--- src/hw/rtl/homogeneous_vertex_transform_macros.svh ---
// ============================================================================
// Assertion macros for the homogeneous vertex transform
// Shared concurrent assertion forms. Each expects clk and rst_n in scope.
// ============================================================================
`ifndef HOMOGENEOUS_VERTEX_TRANSFORM_MACROS_SVH
`define HOMOGENEOUS_VERTEX_TRANSFORM_MACROS_SVH

// Same-cycle implication, disabled while reset is asserted.
`define HVT_ASSERT_IMPL(label, cond, expr) \
    label: assert property (@(posedge clk) disable iff (!rst_n) (cond) |-> (expr)) \
        else $error("assertion %m failed");

// Next-cycle implication, disabled while reset is asserted.
`define HVT_ASSERT_NEXT(label, cond, expr) \
    label: assert property (@(posedge clk) disable iff (!rst_n) (cond) |=> (expr)) \
        else $error("assertion %m failed");

`endif

--- src/hw/rtl/hvt_pkg.sv ---
// ============================================================================
// hvt_pkg
// Constants, register indexes, the pipeline control type and width helpers
// for the homogeneous vertex transform.
// ============================================================================
package hvt_pkg;

    localparam int COORD_WIDTH_DEF = 32;
    localparam int FRAC_BITS_DEF   = 16;

    localparam int NUM_REGS    = 8;
    localparam int CFG_INDEX_W = 3;
    localparam int CFG_DATA_W  = 64;
    localparam int HALF_W      = 32;
    localparam int NUM_LANES   = 4;

    localparam logic [CFG_INDEX_W-1:0] REG_ROW0_COLS01 = 3'd0;
    localparam logic [CFG_INDEX_W-1:0] REG_ROW0_COLS23 = 3'd1;
    localparam logic [CFG_INDEX_W-1:0] REG_ROW1_COLS01 = 3'd2;
    localparam logic [CFG_INDEX_W-1:0] REG_ROW1_COLS23 = 3'd3;
    localparam logic [CFG_INDEX_W-1:0] REG_ROW2_COLS01 = 3'd4;
    localparam logic [CFG_INDEX_W-1:0] REG_ROW2_COLS23 = 3'd5;
    localparam logic [CFG_INDEX_W-1:0] REG_ROW3_COLS01 = 3'd6;
    localparam logic [CFG_INDEX_W-1:0] REG_ROW3_COLS23 = 3'd7;

    // Load enables of the three lane stages.
    typedef struct packed {
        logic s1_en;
        logic s2_en;
        logic s3_en;
    } hvt_adv_t;

    // Matrix entries use at most one register half.
    function automatic int entry_bits(input int cw);
        return (cw < HALF_W) ? cw : HALF_W;
    endfunction

    // Width that holds the exact sum of three products and the aligned row-3 term.
    function automatic int sum_width(input int cw, input int fb);
        int prod_w;
        int trans_w;
        prod_w  = cw + entry_bits(cw);
        trans_w = entry_bits(cw) + fb;
        return ((prod_w > trans_w) ? prod_w : trans_w) + 2;
    endfunction

    // Identity matrix: the diagonal entries are 1.0.
    function automatic logic [CFG_DATA_W-1:0] cfg_reset(input logic [CFG_INDEX_W-1:0] idx,
                                                         input int fb);
        logic [CFG_DATA_W-1:0] one;
        one = CFG_DATA_W'(1) << fb;
        case (idx)
            REG_ROW0_COLS01: return one;
            REG_ROW1_COLS01: return one << HALF_W;
            REG_ROW2_COLS23: return one;
            REG_ROW3_COLS23: return one << HALF_W;
            default:         return '0;
        endcase
    endfunction

endpackage

--- src/hw/rtl/hvt_merge.sv ---
// ============================================================================
// hvt_merge
// Shifts and saturates the four column sums and holds the output beat.
// ============================================================================
module hvt_merge #(
    parameter int COORD_WIDTH = hvt_pkg::COORD_WIDTH_DEF,
    parameter int FRAC_BITS   = hvt_pkg::FRAC_BITS_DEF
) (
    input  logic                                                              clk,
    input  logic                                                              rst_n,
    input  logic [hvt_pkg::NUM_LANES-1:0][hvt_pkg::sum_width(COORD_WIDTH, FRAC_BITS)-1:0]
                                                                              lane_sum,
    input  logic                                                              s3_valid,
    input  logic                                                              out_stall,
    output logic                                                              take,
    output logic                                                              out_valid,
    output logic [hvt_pkg::NUM_LANES-1:0][COORD_WIDTH-1:0]                    result
);
    import hvt_pkg::*;

    localparam int SUM_W = sum_width(COORD_WIDTH, FRAC_BITS);
    localparam int TOP_W = SUM_W - (FRAC_BITS + COORD_WIDTH - 1);

    logic                                   out_valid_reg, out_valid_next;
    logic [NUM_LANES-1:0][COORD_WIDTH-1:0]  result_reg, result_next;

    // The floor shift is just dropping the fraction bits; the value fits when
    // every bit above the kept field matches its sign bit.
    for (genvar l = 0; l < NUM_LANES; l++)
    begin : g_sat
        logic [TOP_W-1:0] top_bits;
        logic             in_range;
        assign top_bits = lane_sum[l][SUM_W-1 -: TOP_W];
        assign in_range = (&top_bits) | ~(|top_bits);
        assign result_next[l] = in_range ? lane_sum[l][FRAC_BITS +: COORD_WIDTH] :
                                lane_sum[l][SUM_W-1] ? {1'b1, {(COORD_WIDTH-1){1'b0}}} :
                                                       {1'b0, {(COORD_WIDTH-1){1'b1}}};
    end

    assign take           = !out_valid_reg || !out_stall;
    assign out_valid_next = take ? s3_valid : out_valid_reg;

    always_ff @(posedge clk or negedge rst_n)
    begin
        if (!rst_n)
        begin
            out_valid_reg <= 1'b0;
        end
        else
        begin
            out_valid_reg <= out_valid_next;
        end
    end

    always_ff @(posedge clk)
    begin
        if (take)
        begin
            result_reg <= result_next;
        end
    end

    assign out_valid = out_valid_reg;
    assign result    = result_reg;

endmodule

--- config.mk ---
export PLATFORM = sky130hd
export DESIGN_NAME = hvt_merge
export DESIGN_NICKNAME = d
export VERILOG_FILES = /design/src/hw/rtl/homogeneous_vertex_transform_macros.svh /design/src/hw/rtl/hvt_pkg.sv /design/src/hw/rtl/hvt_merge.sv
export SDC_FILE = /design/constraint.sdc
export NUM_CORES = 1
export LEC_CHECK = 0
export BUFFER_PORTS_ARGS = -buffer_cell sky130_fd_sc_hd__buf_4
export CAP_MARGIN = 20
export CORE_AREA = 2 2 155 157
export DETAILED_ROUTE_END_ITERATION = 10
export DIE_AREA = 0 0 157 159
export GPL_ROUTABILITY_DRIVEN = 1
export PLACE_DENSITY_LB_ADDON = 0.08
export SYNTH_ARGS = -nofsm -noshare
export SYNTH_HDL_FRONTEND = slang
export SYNTH_SLANG_ARGS = --single-unit
export TNS_END_PERCENT = 20
--- constraint.sdc ---
create_clock -name clk -period 3.55 [get_ports clk]
set_input_delay 0.355 -clock clk [delete_from_list [all_inputs] [get_ports clk]]
set_output_delay 0.355 -clock clk [all_outputs]
set_load 0.005 [all_outputs]
==> metrics.txt, run 1 <==
internal power roughly 3.2 mW; crit path launch out_valid$_DFFE_PN0P_; # Max-Cap Violations 0; average cell area after synthesis 16.4 um2; die outline width around 160 um; average wire length per cell after detail routing 16.5 um; unrepaired setup endpoints after global routing no; switching share of power 21.1%; clk_skew 0.00769 ns; part of the total power dissipated in the clock network 42.0%; iteration count of the initial detailed-routing pass 4; starting DRC count in detailed routing around 150; Buffers on Ports 333; fill count 2266; post-CTS clock slew at the launch and capture registers of the worst setup and hold paths 0.06 ns; Net Sw Power 0.857 mW; Post-Synthesis Cell Area 5610 um2; number of flip-flops under the largest register name between 100 and 150; part of the power in combinational logic 12.9%; share of layout cells above drive strength 1 between 60% and 70%; YS warnings 0; Placer Congestion between 0.7 and 0.8; register area share after synthesis 68.9%; kind of critical path reg -> out; worst hold path startpoint s3_valid; launch point of the worst reg-to-reg path out_valid$_DFFE_PN0P_; maximum fanout along the worst path 82; required time at the worst-slack endpoint ~3.2 ns; number of standard cells after synthesis roughly 340; detailed-route DRC error count 0; time the worst path needs with I/O delays and setup 1.99 ns; Seq pwr share a little under half; worst-case headroom to the max-slew limit 49.5%; TritonCTS clock tree built; status complete, no violations; count of endpoints failing hold in the final timing report 0; antenna-violating nets left 0; Starting Density between 20% and 30%; Die Outline Area 25000 um2; number of vias per cell 4.28; arrival time at the worst endpoint 1.64 ns; initial antenna violation count 0; Sum Neg Setup Slack 0 ns; number of CTS-inserted buffers 17; PwrDens 454 nW/um2; fmax 0.501 GHz; clock root cell sky130_fd_sc_hd__clkbuf_16; number of top-level pins 398; core area 23200 um2; path class of the lowest-slack min-delay path in -> reg; GRT overflow 0; area used by multi-input combinational logic 1540 um2; Final setup violation count 0; Worst setup EP type primary output; floorplan row count 56; count of unique library cells instantiated by Yosys 18; Post-CTS Resized 0; Antenna Diode Count 0; combined global-route utilization of all metal layers 13.1%; clock latency at the later pin of the worst-skew pair 0.41 ns; area added between synthesis and finish 59.5%; Max IR drop VDD around 290 uV; number of pins with negative max-slew slack in the final report 0; transition time of the tightest slew-check pin 0.757 ns; maximum number of pins on one net before global-route repair 83; portion of the clock cycle consumed by the worst path in the final layout 56.2%; worst hold slack 0.139 ns; first-pass GRT wire length 24.8 mm; number of global-route vias before repair 4511; total routed wirelength 16.6 mm; clock net sink count 129; Longest Clk Path Bufs 2; level count of the clock H-tree 4; flip-flop and latch count after synthesis approximately 130; cell leakage power 4.07 nW; Register Area 3870 um2; vertical die dimension ~160 um; kind of launch point of the worst setup path flop; DP Wirelength roughly 12 mm; post-layout net count roughly 940; via count 4304; Net Count, Synth ~600
-- worst paths after layout --
kind,end,slack [ns],cells after the start
setup / recovery,take,1.56,2
hold reg to reg,out_valid$_DFFE_PN0P_,1.09,2
setup reg to reg,result[92]$_DFFE_PP_,1.84,2
min in group asynchronous,out_valid$_DFFE_PN0P_,0.25,2
hold / removal,out_valid$_DFFE_PN0P_,0.14,2
max in group asynchronous,out_valid$_DFFE_PN0P_,3.22,2
-- cell usage in the layout, fill, tap and decap left out, drive strengths merged, types with 2 or more instances in the layout --
master    count
a21o        124
a311oi        4
and3          4
nor4         20
nor2          8
a31o          4
buf         338
clkbuf       28
edfxtp      128
nand4        20
clkinvlp      2
-- area by class of cell --
class | count | share of cell area (%)
flip-flops and latches | 129 | 43.2
repair buffers | 339 | 28.6
clock inverters | 4 | 0.559
clock buffers | 28 | 5.89
well taps | 319 | 4.46
multi-input cells | 186 | 17.3
-- power by group through the flow --
| stage | logic, mW | clock network, mW | registers, mW |
|---|---|---|---|
| 2_1_floorplan | 0.129 | 0 | 1.88 |
| 3_3_place_gp | 0.525 | 0 | 1.86 |
| 3_5_place_dp | 0.532 | 0 | 1.87 |
| 4_1_cts | 0.534 | 1.76 | 1.84 |
| 5_1_grt | 0.568 | 1.83 | 1.85 |
| 6_report | 0.522 | 1.71 | 1.83 |
-- synthesized netlist by cell type --
cell | instances | area, um2
sky130_fd_sc_hd__edfxtp_1 | 128 | 3840
sky130_fd_sc_hd__buf_2 | 6 | 30.0
sky130_fd_sc_hd__a21o_1 | 31 | 233
sky130_fd_sc_hd__nand2_1 | 1 | 3.75
sky130_fd_sc_hd__a311oi_1 | 1 | 8.76
sky130_fd_sc_hd__nand2b_1 | 1 | 6.26
sky130_fd_sc_hd__nand4_1 | 20 | 125
sky130_fd_sc_hd__nor2_1 | 8 | 30.0
sky130_fd_sc_hd__nor4_1 | 16 | 100
sky130_fd_sc_hd__a311oi_2 | 3 | 45.0
sky130_fd_sc_hd__dlygate4sd3_1 | 3 | 30.0
sky130_fd_sc_hd__a31o_2 | 4 | 35.0
sky130_fd_sc_hd__and3_1 | 4 | 25.0
sky130_fd_sc_hd__dfrtp_1 | 1 | 25.0
sky130_fd_sc_hd__a21o_2 | 93 | 815
sky130_fd_sc_hd__nor4_2 | 4 | 50.1
sky130_fd_sc_hd__clkbuf_1 | 1 | 3.75
sky130_fd_sc_hd__buf_6 | 18 | 203
-- logic make-up (layout without fill, tap and decap cells) --
family                 after synthesis  in the layout  share of synthesized area, %
AO/OA/AOI/OAI                      132            132                          20.2
buffers and inverters               28            371                          4.75
flip-flops                         129            129                          68.9
AND/OR/NAND/NOR                     54             54                          6.06
-- through the flow --
step | setup WS (ns) | area, um2 | std cells | utilization [%] | power, mW
CTS | 1.51 | 8950 | 1005 | 38.6 | 4.13
global route | 1.46 | 8950 | 1005 | 38.6 | 4.24
floorplan | 1.18 | 5610 | 343 | - | 2.01
global placement | 1.31 | 8360 | 972 | 36.1 | 2.39
finish | 1.56 | 8950 | 1005 | 38.6 | 4.06
detailed placement | 1.27 | 8360 | 972 | 36.1 | 2.40
-- layer usage --
layer | wire length [um] | GRT usage [%] | vias to the layer above | share of wire, %
met1 | 6240 | 14.5 | 2036 | 38
met2 | 8310 | 22.0 | 206 | 50
met4 | 519 | 6.46 | 0 | 3.1
li1 | - | - | 2036 | -
met3 | 1520 | 4.74 | 26 | 9.1
met5 | 0 | 0 | - | 0
-- critical path, cell delays in order, from the launching register on --
cell and delay, ns:
sky130_fd_sc_hd__dfrtp_1 0.44, sky130_fd_sc_hd__nand2_8 0.51, sky130_fd_sc_hd__buf_4 0.22
-- what timing repair did --
item                                    in CTS  in global routing
endpoints found under the setup margin       0                  0
setup buffers                                0                  0
hold buffers                                 1                  0
endpoints found under the hold margin        1                  0
Power figures use the tool's default switching activity.
==> inputs of run 2 (changes only) <==
clock period = 1.75 ns   (was 3.55 ns; I/O delays follow)
==> metrics.txt, run 2 (synthesized netlist as in run 1, its figures left out) <==
status complete, no violations; Worst setup EP type primary output; switching share of power 22.3% (+1.2 points); most frequent cells in the layout sky130_fd_sc_hd__buf_4, sky130_fd_sc_hd__edfxtp_1, sky130_fd_sc_hd__a21o_2; placed instance area 8680 um2 (+3.9%); level count of the clock H-tree 4 (unchanged); count of endpoints failing hold in the final timing report 0 (unchanged); number of global-route vias before repair 4691 (+4.0%); unrepaired setup endpoints after global routing no; Seq pwr share 46.2% (+1.1 points); post-layout net count 971 (+3.2%); fill count 2231 (-1.5%); antenna-violating nets left 0 (unchanged); arrival time at the worst endpoint 1.44 ns (-0.20 ns); Die Outline Area 25000 um2 (unchanged); PwrDens 873 nW/um2 (+92%); Worst R2R Setup Slack 0.53 ns (-1.31 ns); part of the power in combinational logic 13.8% (+0.9 points); number of flip-flops under the largest register name 128 (unchanged); Longest Clk Path Bufs 2 (unchanged); die outline width 157 um (unchanged); Worst Hold End result[108]$_DFFE_PP_; # Max-Cap Violations 0 (unchanged); Placer Congestion 0.746 (-3.2%); detailed-route DRC error count 0 (unchanged); total non-filler cell area in the finished layout 9240 um2 (+3.3%); least setup slack across all paths after layout 0.132 ns (-1.42 ns); worst hold path startpoint lane_sum[226]; average wire length per cell after detail routing 16.9 um (+2.4%); number of buffers added for setup after CTS 0 (unchanged); Post-Layout Cell Count 1034 (+2.9%); share of layout cells above drive strength 1 70.1% (+1.4 points); DP Wirelength 13.0 mm (+6.8%); internal power 6.27 mW (+96%); core area 23200 um2 (unchanged); clk_skew 0.0100 ns (+0.00234 ns); Antenna Diode Count 0 (unchanged); cell depth of the worst min-delay path 2 (unchanged); Max IR drop VDD 510 uV (+79%); Net Sw Power 1.80 mW (+110%); part of the total power dissipated in the clock network 40.0% (-2.0 points); GRT overflow 0 (unchanged); number of top-level pins 398 (unchanged); vertical die dimension 159 um (unchanged); time the worst path needs with I/O delays and setup between 1.5 and 2 ns; maximum number of pins on one net before global-route repair 32 (-61%); via count 4487 (+4.3%); number of CTS-inserted buffers 17 (unchanged); combined global-route utilization of all metal layers 13.4% (+0.30 points); number of pins with negative max-slew slack in the final report 0 (unchanged); most common cell after layout, fill and taps aside sky130_fd_sc_hd__buf_4; clock latency at the later pin of the worst-skew pair 0.41 ns (about the same); transition time of the tightest slew-check pin 0.493 ns (-0.264 ns); Starting Density 24.2% (unchanged); worst-case headroom to the max-slew limit 67.2% (+18 points); final core utilization 39.9% (+1.3 points); required time at the worst-slack endpoint 1.57 ns (-1.62 ns); Buffers on Ports 333 (unchanged); path class of the lowest-slack min-delay path in -> reg; starting DRC count in detailed routing 140 (-8.5%); clock root cell sky130_fd_sc_hd__clkbuf_16; Final setup violation count 0 (unchanged); post-CTS clock slew at the launch and capture registers of the worst setup and hold paths 0.06 ns (about the same); iteration count of the initial detailed-routing pass 4 (unchanged); kind of launch point of the worst setup path flop; floorplan row count 56 (unchanged); cell leakage power 4.23 nW (+4.0%); portion of the clock cycle consumed by the worst path in the final layout 92.5%; clock net sink count 129 (unchanged); total instance count after detailed placement 1000 (+2.9%); Register Area 3870 um2 (about the same); maximum fanout along the worst path 25 (-70%); kind of critical path reg -> out; area added between synthesis and finish 64.7%; area used by multi-input combinational logic 1560 um2 (+0.73%); fmax 0.618 GHz; worst r2r dst result[110]$_DFFE_PP_; worst slack at placement -0.0596 ns (-1.33 ns); launch point of the worst reg-to-reg path out_valid$_DFFE_PN0P_; total routed wirelength 17.5 mm (+5.4%); number of vias per cell 4.34 (+1.3%); TritonCTS clock tree built; initial antenna violation count 0 (unchanged); first-pass GRT wire length 25.3 mm (+2.1%); depth of the most critical reg-to-reg path 2 (unchanged)
-- run 2: metrics by stage --
stage | hold slack, ns | power [mW] | TNS (ns)
6_report | 0.0308 | 8.07 | 0
3_5_place_dp | -0.0486 | 4.91 | -3.59
4_1_cts | 0.00606 | 8.20 | 0
2_1_floorplan | -0.121 | 4.07 | 0
5_1_grt | 0.0107 | 8.41 | 0
3_3_place_gp | -0.0493 | 4.89 | -2.90
-- run 2: layout make-up --
cell class / instances / area share, %
clock buffer: 18 / 4.64
clock inverter: 13 / 1.06
multi-input combinational: 187 / 16.8
sequential: 129 / 41.9
tap: 319 / 4.32
timing repair buffer: 368 / 31.3
-- run 2: how the worst max path moves through the flow --
stage,slack (ns),end,start
2_1_floorplan,0.04,result[0]$_DFFE_PP_,out_valid$_DFFE_PN0P_
3_3_place_gp,-0.08,result[118]$_DFFE_PP_,lane_sum[249]
3_5_place_dp,-0.06,result[80]$_DFFE_PP_,lane_sum[186]
4_1_cts,0.03,take,out_valid$_DFFE_PN0P_
5_1_grt,0.03,take,out_valid$_DFFE_PN0P_
6_report,0.13,take,out_valid$_DFFE_PN0P_
-- run 2: critical path, stage by stage (launching register included) --
cell and delay (ns):
sky130_fd_sc_hd__dfrtp_2 0.48, sky130_fd_sc_hd__nand2_8 0.18, sky130_fd_sc_hd__buf_12 0.21, sky130_fd_sc_hd__buf_4 0.14
-- run 2: repair_timing --
action	CTS	global route
endpoints found under the setup margin	0	1
hold endpoints to repair	2	0
resized for setup	0	1
hold buffers	2	0
-- run 2: per-layer routing --
layer / GRT usage (%) / vias to the layer above / wire length, um
met1: 14.4 / 2159 / 6640
met4: 4.55 / 0 / 293
met5: 0 / - / 0
li1: - / 2101 / -
met2: 23.9 / 208 / 9020
met3: 4.95 / 19 / 1520
-- run 2: power groups by stage --
stage	Clock [mW]	Sequential [mW]	Combinational, mW
global route	3.46	3.75	1.21
finish	3.22	3.73	1.12
CTS	3.34	3.73	1.13
detailed placement	0	3.79	1.12
floorplan	0	3.81	0.262
global placement	0	3.78	1.11
